**src/hw/rtl/plst_pkg.sv**
```systemverilog
// plst_pkg: command codes and the shift control word shared by the list store.
// No dependencies; used by plst_ctrl, plst_cells and positional_list_store_core.
`default_nettype none

package plst_pkg;

  typedef enum logic [1:0] {
    CMD_INSERT = 2'd0,
    CMD_DELETE = 2'd1,
    CMD_READ   = 2'd2,
    CMD_NOP    = 2'd3
  } cmd_t;

  typedef struct packed {
    logic ins;
    logic del;
  } shift_op_t;

endpackage

`default_nettype wire

```
**src/hw/rtl/plst_cells.sv**
```systemverilog
// plst_cells: row of DEPTH value cells that shift up on insert, down on delete.
// Depends on plst_pkg (shift_op_t); driven by plst_ctrl through the core.
`default_nettype none

module plst_cells #(
  parameter int DEPTH = 16,
  parameter int IW    = $clog2(DEPTH)
) (
  input  wire logic               clk,
  input  wire plst_pkg::shift_op_t op,
  input  wire logic [IW-1:0]      idx,
  input  wire logic signed [31:0] value,
  output logic signed [31:0]      rd_data
);

  logic signed [31:0] cells [DEPTH];

  for (genvar i = 0; i < DEPTH; i++) begin : g_cell
    logic signed [31:0] cell_next;
    always_comb begin
      cell_next = cells[i];
      if (op.ins) begin
        if (IW'(i) == idx) begin
          cell_next = value;
        end else if (IW'(i) > idx) begin
          if (i > 0) cell_next = cells[(i > 0) ? i - 1 : 0];
        end
      end else if (op.del) begin
        if (IW'(i) >= idx && i < DEPTH - 1) begin
          cell_next = cells[(i < DEPTH - 1) ? i + 1 : i];
        end
      end
    end
    always_ff @(posedge clk) begin
      cells[i] <= cell_next;
    end
  end

  assign rd_data = cells[idx];

endmodule

`default_nettype wire

```
**src/hw/rtl/plst_ctrl.sv**
```systemverilog
// plst_ctrl: entry count, validity checks and shift control for one word.
// Depends on plst_pkg (cmd_t, shift_op_t).
`default_nettype none

module plst_ctrl #(
  parameter int DEPTH = 16,
  parameter int IW    = $clog2(DEPTH)
) (
  input  wire logic                clk,
  input  wire logic                rst,
  input  wire logic                fire,
  input  wire logic [1:0]          cmd,
  input  wire logic [7:0]          pos,
  output plst_pkg::shift_op_t      op,
  output logic [IW-1:0]            idx,
  output logic                     ok,
  output logic                     is_read,
  output logic [4:0]               item_count
);

  localparam int CW = $clog2(DEPTH + 1);

  logic [CW-1:0] count;
  logic [CW-1:0] count_next;
  logic [8:0]    pos_w;
  logic [8:0]    cnt_w;
  logic          full;
  logic          ins_ok;
  logic          del_ok;
  logic          rd_ok;
  logic [31:0]   cnt32;

  assign pos_w = 9'(pos);
  assign cnt_w = 9'(count);
  assign full  = (count == CW'(DEPTH));

  always_comb begin
    ins_ok = 1'b0;
    del_ok = 1'b0;
    rd_ok  = 1'b0;
    unique case (cmd)
      plst_pkg::CMD_INSERT: ins_ok = (pos_w <= cnt_w) && !full;
      plst_pkg::CMD_DELETE: del_ok = (pos_w < cnt_w);
      plst_pkg::CMD_READ:   rd_ok  = (pos_w < cnt_w);
      default: ;
    endcase
  end

  always_comb begin
    count_next = count;
    if (ins_ok) count_next = count + CW'(1);
    else if (del_ok) count_next = count - CW'(1);
  end

  assign ok         = ins_ok || del_ok || rd_ok;
  assign is_read    = rd_ok;
  assign op.ins     = fire && ins_ok;
  assign op.del     = fire && del_ok;
  assign idx        = pos[IW-1:0];
  assign cnt32      = 32'(count_next);
  assign item_count = cnt32[4:0];

  always_ff @(posedge clk) begin
    if (rst) begin
      count <= '0;
    end else if (fire) begin
      count <= count_next;
    end
  end

  a_count_bound: assert property (@(posedge clk) disable iff (rst)
    cnt_w <= 9'(DEPTH))
    else $error("entry count above depth");

  a_ins_grows: assert property (@(posedge clk) disable iff (rst)
    op.ins |=> count == $past(count) + CW'(1))
    else $error("insert did not grow the count");

  a_fail_holds: assert property (@(posedge clk) disable iff (rst)
    fire && !ok |=> $stable(count))
    else $error("failed word changed the count");

  a_one_shift: assert property (@(posedge clk) disable iff (rst)
    !(op.ins && op.del))
    else $error("insert and delete together");

endmodule

`default_nettype wire

```
**src/hw/rtl/positional_list_store_core.sv**
```systemverilog
// positional_list_store_core: ordered list of up to DEPTH signed 32-bit values
// with insert, delete and read at a position.
//
// Input stream s_*: one word per command. s_tuser[1:0] = command
// (0 insert, 1 delete, 2 read, 3 no-op). s_tdata = position [7:0],
// value [39:8].
// Output stream m_*: exactly one word per command, in order.
// m_tuser[0] = ok. m_tdata = read_value [31:0], item_count [36:32],
// zero [39:37]. read_value is zero unless a read succeeded; item_count
// is the count after the command.
//
// A word is held in the input register, then the cell row shifts or
// holds and the result register is loaded, which raises m_tvalid.
// One word is taken every cycle while m_tready stays high; count and
// cells update as a word moves into the result register. When the
// receiver stalls, the result register holds its word and the input
// register takes one more before s_tready drops.
// Reset (rst, synchronous) empties the list at once and clears the valid
// flags of both registers; cell contents are left as they are.
// Depends on plst_pkg, plst_ctrl and plst_cells.
`default_nettype none

module positional_list_store_core #(
  parameter int DEPTH = 16
) (
  input  wire logic        clk,
  input  wire logic        rst,
  input  wire logic        s_tvalid,
  output logic             s_tready,
  input  wire logic [39:0] s_tdata,   // position[7:0], value[39:8]
  input  wire logic [1:0]  s_tuser,   // command[1:0]
  output logic             m_tvalid,
  input  wire logic        m_tready,
  output logic [39:0]      m_tdata,   // read_value[31:0], item_count[36:32]
  output logic [0:0]       m_tuser    // ok[0]
);

  localparam int IW = $clog2(DEPTH);

  logic               s1_valid;
  logic [1:0]         s1_cmd;
  logic [7:0]         s1_pos;
  logic signed [31:0] s1_value;

  logic               r_ok;
  logic signed [31:0] r_data;
  logic [4:0]         r_count;

  logic               res_free;
  logic               fire;
  plst_pkg::shift_op_t op;
  logic [IW-1:0]      idx;
  logic               ok;
  logic               is_read;
  logic [4:0]         item_count;
  logic signed [31:0] rd_data;

  assign res_free = !m_tvalid || m_tready;
  assign fire     = s1_valid && res_free;
  assign s_tready = !s1_valid || res_free;

  always_ff @(posedge clk) begin
    if (rst) begin
      s1_valid <= 1'b0;
    end else if (s_tready) begin
      s1_valid <= s_tvalid;
    end
  end

  always_ff @(posedge clk) begin
    if (s_tready && s_tvalid) begin
      s1_cmd   <= s_tuser;
      s1_pos   <= s_tdata[7:0];
      s1_value <= s_tdata[39:8];
    end
  end

  plst_ctrl #(.DEPTH(DEPTH), .IW(IW)) u_ctrl (
    .clk        (clk),
    .rst        (rst),
    .fire       (fire),
    .cmd        (s1_cmd),
    .pos        (s1_pos),
    .op         (op),
    .idx        (idx),
    .ok         (ok),
    .is_read    (is_read),
    .item_count (item_count)
  );

  plst_cells #(.DEPTH(DEPTH), .IW(IW)) u_cells (
    .clk     (clk),
    .op      (op),
    .idx     (idx),
    .value   (s1_value),
    .rd_data (rd_data)
  );

  always_ff @(posedge clk) begin
    if (rst) begin
      m_tvalid <= 1'b0;
    end else if (res_free) begin
      m_tvalid <= s1_valid;
    end
  end

  always_ff @(posedge clk) begin
    if (fire) begin
      r_ok    <= ok;
      r_data  <= is_read ? rd_data : 32'sd0;
      r_count <= item_count;
    end
  end

  assign m_tdata = {3'b000, r_count, r_data};
  assign m_tuser = r_ok;

endmodule

`default_nettype wire
```
**config.mk**
```make
export PLATFORM = sky130hd
export DESIGN_NAME = positional_list_store_core
export DESIGN_NICKNAME = d
export VERILOG_FILES = /design/src/hw/rtl/plst_pkg.sv /design/src/hw/rtl/plst_cells.sv /design/src/hw/rtl/plst_ctrl.sv /design/src/hw/rtl/positional_list_store_core.sv
export SDC_FILE = /design/constraint.sdc
export NUM_CORES = 1
export LEC_CHECK = 0
export BUFFER_PORTS_ARGS = -buffer_cell sky130_fd_sc_hd__buf_2
export CORE_ASPECT_RATIO = 1.4
export CORE_MARGIN = 2
export CORE_UTILIZATION = 60
export CTS_CLUSTER_SIZE = 8
export DETAILED_ROUTE_END_ITERATION = 16
export PLACE_DENSITY = 0.78
export SLEW_MARGIN = 10
export SYNTH_ARGS = -nofsm -noshare
export SYNTH_HDL_FRONTEND = slang
export SYNTH_SLANG_ARGS = --single-unit
export TNS_END_PERCENT = 1
```
**constraint.sdc**
```tcl
create_clock -name clk -period 9.7 [get_ports clk]
set_clock_uncertainty 0.05 [all_clocks]
set_input_delay 0.97 -clock clk [delete_from_list [all_inputs] [get_ports clk]]
set_output_delay 0.97 -clock clk [all_outputs]
set_load 0.01 [all_outputs]
```
After elaboration in Yosys (flattened, before gate mapping)
Memories as Yosys holds them, arrays and structs flattened. A register that Yosys moved wholly into a read port is not among the register bits.
Index checks and enable logic that the tools add are counted.
{ "totals": {"ff_bits": 55, "mem_bits_rw": 512, "inputBits": 46, "out_inout_bits": 43, "wordCells": 158, "mem_count": 1} }
{ "op_classes": {"add_sub_neg": 2, "magnitude_cmp": 32, "eq_ne": 18, "mux": 82, "n_reduce_logical": 15} }
{ "mem_list": {"columns": ["memory", "depth", "width", "read_ports", "rd_ports_with_merged_regs", "wr", "line_no", "text"], "rows": [
  ["u_cells.cells", 16, 32, 17, 1, 16, "plst_cells.sv:16", "logic signed [31:0] cells [DEPTH];"]
]} }
{ "op_table": {"columns": ["op", "count"], "rows": [
  ["$mux 32", 77],
  ["$eq 4x4->1 const A", 8],
  ["$gt 4x4->1 const A", 8],
  ["$ge 4x4->1 const A", 7],
  ["$eq 3x4->1 const A", 4],
  ["$ge 3x4->1 const A", 4],
  ["$gt 3x4->1 const A", 4],
  ["$mux 5", 2],
  ["$eq 2x4->1 const A", 2],
  ["$ge 1x4->1 const A", 2],
  ["$ge 2x4->1 const A", 2],
  ["$gt 2x4->1 const A", 2],
  ["$le 8x5->1", 1],
  ["$lt 8x5->1", 1],
  ["$add 5x1->5 const B", 1],
  ["$eq 5x5->1 const B", 1],
  ["$logic_and 1x1->1", 5],
  ["$sub 5x1->5 const B", 1],
  ["$eq 1x4->1 const A", 1],
  ["$gt 1x4->1 const A", 1],
  ["$logic_not 1->1", 4],
  ["$logic_not 4->1", 1],
  ["$logic_or 1x1->1", 4],
  ["$mux 1", 3],
  ["other kinds (3)", 3]
]} }

Logic depth before layout (Yosys ltp)
{ "logic_depth": {"ltp_word": 6, "depth_mapped": 13, "depth_no_buf": 8} }

Modules after synthesis
A second synthesis with hierarchy kept.
{ "unflattened": {"cells_unflattened": 2754, "area_unflattened_um2": 33412.0} }
{ "by_module_without_submodules": {"columns": ["module", "instances", "cells_each", "area_each_um2", "seq_area_each_um2"], "rows": [
  ["plst_cells", 1, 2524, 29873.7, 15374.7],
  ["positional_list_store_core", 1, 129, 2780.2, 2442.3],
  ["plst_ctrl", 1, 101, 758.2, 100.1]
]} }

Least setup slack after synthesis
Ideal clock, no wire load.
{ "synth_timing": {"kind": "in2reg", "from": "in m_tready", "to": "mem u_cells.cells[1][0], enable pin", "arrival_time_ns": 5.088, "required_time_ns": 9.148, "path_slack_ns": 4.060, "path_stages": 5, "path_buffers": 0, "cell_sequence": "nor2b_1 > nand2b_1 > inv_2 > o21ai_2 > nor4_1"} }
{ "synth_lines": {"columns": ["item", "line_no", "text"], "rows": [
  ["start: declaration", "positional_list_store_core.sv:33", "input wire logic m_tready,"],
  ["end: declaration", "plst_cells.sv:16", null]
]} }

==> results.txt <==
* Outcome: complete, no violations
- Number of antenna violations at the first check in global routing: 0
- Slew at the pin closest to its max-slew limit: between 1000 and 1500 ps
* Number of warnings issued by yosys: 0
- The H-tree was split into 3 levels.
* Worst Hold Endpoint: m_tvalid
- Vias post-DR: between 20k and 25k
* Insertion delay of the later-clocked pin in the worst-skew pair: 630 ps
- Counting the buffers created by CTS gives 84.
- Pin count of the biggest net entering global routing: about 230
- Post-CTS setup buffers: 0
* Capture point of the worst reg-to-reg path: u_cells.cells[13][15]
- Number of max-slew violations in the final report: 0
- Relative to the synthesized area, the layout overhead comes to 9.494%.
* Minimum clock period: between 4000 and 5000 ps
- The first global-routing pass estimated ~140 mm of wire.
- Detailed placement ended at an HPWL of 50.31 mm.
- The tree is rooted in a clkbuf_16.
* Final clock period utilization by the worst path: 47.87%
* Power density over cell area: between 150 and 200 nW/um^2
- Sinks on Clock Net: 599
- Fraction of layout instances using a drive strength above 1: roughly a fifth
- Count of buffers from port buffering: 85
- The most common cell in the synthesized netlist is edfxtp_1.
* Cell area after placement: between 30,000 and 40,000 sq um
* Worst-case register-to-register setup slack: just over 5000 ps
- Global routing used between 30% and 40% of the available tracks across all layers.
- Setup violations remaining at the end of the flow were counted as 0.
- Post-synth design cell area: 32,920 sq um
- FF+latch count, synth: 599
* Cell accounting for the most synthesized area: edfxtp_1
- After detailed routing, the average wire length per cell comes to approximately 27 microns.
* Die height: between 200 and 300 microns
- First-iteration detailed-routing DRC count: around 2.6k
- The worst hold path passes through 2 cells.
* Number of buffers added to fix hold violations after cts: 0
- I/O pin count: 89
- Remaining design rule violation count: 0
- Headroom to the max-slew limit came out at between 10 and 15%.
- Crit. End Element: flip-flop
- Non-Filler Cell Area, Final: approximately 36,000 sq um
- Post-synth top area share: 54.00%
- Of all nets on the critical path, the largest fanout is 27.
* Library cells used by synthesis: between 50 and 60
- The die covers approximately 57,000 sq um.
- Worst EP required: slightly below 10,000 ps
- Proportion of register bits with asynchronous set or reset after synthesis: 0%
- TritonCTS built the clock tree.
* Initial core utilization: roughly three fifths
- The longest clock path from root to sink contains 3 buffers.
* Number of cell rows: 101
- Maximum clock frequency: ~220 MHz
* Commonest cells post-synth: edfxtp_1, nor2_1, a21oi_1
- The path class of the tightest hold or removal check is flip-flop to flip-flop.
- The routed design has ~90 mm of wire.
* Clock input transition at the sequential cells of the worst setup and hold paths: ~50 ps
* Post-synth EDFFs: 592
- Setup total negative slack on the finished layout was measured at 0 ps.
- Per-cell via count in the routed design: 6.755
- Number of hold violations in the final report: 0
- STA puts the critical path data arrival time at approximately 4900 ps.
* RSZ-0062 raised after global routing: no
- In this run the remaining antenna-violating nets after routing total 0.
- At the end of routability-driven placement, the weighted congestion stood at ~0.85.
- First-pass DRT Iterations: 6
* Post-Synthesis Mean Instance Area: between 10 and 15 sq um
- STA classifies the critical path startpoint as a flip-flop.
- Chip Width: about 200 microns
* Crit Reg-Reg Startpoint: s1_pos[3]
- Vias in the first global route: ~22k
- For the worst flop-to-flop path, the logic depth is 8.
* Grt ovf: 0
- IR analysis of the VDD net gives a maximum drop of 0.0002097 V.
* Static power due to leakage: around 12 nW
- The number of antenna diodes in the final layout is 0.
- The total area inside the core boundary comes to roughly 54,000 sq um.
- Main area contributors after synthesis: edfxtp_1, mux2i_1, mux4_2
* Critical setup path kind: flip-flop to flip-flop
- The cell count after synthesis came out at 2,567.
- Share of synthesized area occupied by flip-flops and latches: between 50% and 60%
- Across the run, the number of max-cap violations was 0.
- Flip-flop cell with the highest count after synthesis: edfxtp_1
* Startpoint of the lowest-slack hold path: s1_valid
- Post-layout nets: 2,608
- Resized cells post-CTS: 0
-- worst max-delay path by stage --
stage                       endpoint  cells past startpoint       from  slack (ps)
3_3_place_gp   u_cells.cells[12][24]                      8  s1_pos[3]        5250
2_1_floorplan    u_cells.cells[1][0]                      5   m_tready        4060
6_report       u_cells.cells[13][15]                      8  s1_pos[3]        5060
3_5_place_dp   u_cells.cells[12][24]                      8  s1_pos[3]        5120
4_1_cts         u_cells.cells[12][3]                      8  s1_pos[3]        5110
5_1_grt         u_cells.cells[0][23]                      8  s1_pos[3]        4840
-- cell type report --
class                           instances  area [sq um]
Tap cell                              721         902.1
Multi-Input combinational cell       1726         14060
Fill cell                            3845         18170
Inverter                                7         26.28
Timing Repair Buffer                  137         865.8
Clock inverter                          3         45.04
Clock buffer                           95          2228
Sequential cell                       599         17920
-- metrics by stage --
| step | power, W | utilization [%] | cells | hold WS [ps] | worst slack [ps] |
|---|---|---|---|---|---|
| floorplan | 0.003143 | - | 2569 | 436.8 | 4060 |
| global placement | 0.003240 | 62.30 | 3190 | 450.1 | 5249 |
| detailed placement | 0.003246 | 62.30 | 3190 | 450.8 | 5117 |
| CTS | 0.005883 | 66.49 | 3288 | 444.2 | 5107 |
| global route | 0.005999 | 66.49 | 3288 | 459.7 | 4836 |
| finish | 0.005852 | 66.49 | 3288 | 463.5 | 5056 |
-- metal layers --
metal | up-vias | global-route usage (%) | routed length (microns)
met1 | 11042 | 39.36 | 32670
met5 | - | 0 | 0
met4 | 0 | 17.68 | 4487
li1 | 9666 | - | -
met2 | 1234 | 53.13 | 44720
met3 | 268 | 5.427 | 7694
-- critical path: stages (launching register included) --
cell      delay (ps)
edfxtp_1         320
buf_4            500
ha_1             360
a211oi_1         460
a21oi_4          210
a21oi_1          560
o21ai_4          420
a31oi_4          790
buf_4            580
-- cell families after synthesis --
group           Yosys count  synth area share [%]
compound gates          481                 7.567
xor+xnor                  3               0.07983
fa+ha+maj                 7                0.2660
buf+inv                 244                 3.656
flops                   599                 54.42
mux                     676                 26.89
other cells               1               0.01139
simple gates            556                 7.103
-- flip-flops by register name (all words and copies together) (netlist names) --
signal         flops
s1_valid           1
u_cells.cells    512
r_data            32
s1_pos             8
u_ctrl.count       5
m_tvalid           1
r_count            5
s1_cmd             2
s1_value          32
m_tuser            1
-- where the power goes --
group	total [W]	internal (W)	switching, W
sequential	0.00289	0.00284	0.0000445
clock	0.00265	0.00159	0.00106
combinational	0.000314	0.000140	0.000174
total	0.00585	0.00458	0.00128
-- cell usage in the layout, fill, tap and decap left out, types with 3 or more instances in the layout --
cell type / n
nor2b_1: 34
edfxtp_1: 592
nor2_4: 8
conb_1: 3
nor3_1: 4
a21oi_4: 5
buf_4: 48
nand2_1: 10
or3_1: 3
nand2b_1: 5
nor3_4: 7
clkbuf_1: 7
clkbuf_16: 88
buf_2: 85
mux2_2: 64
buf_12: 4
or2_2: 4
mux2i_1: 448
ha_1: 7
o21ai_0: 3
dfxtp_1: 7
xnor2_1: 3
nor2_1: 464
a21oi_1: 452
mux2_1: 4
inv_1: 5
mux4_2: 160
No activity file was read; power rests on OpenSTA's default activity.
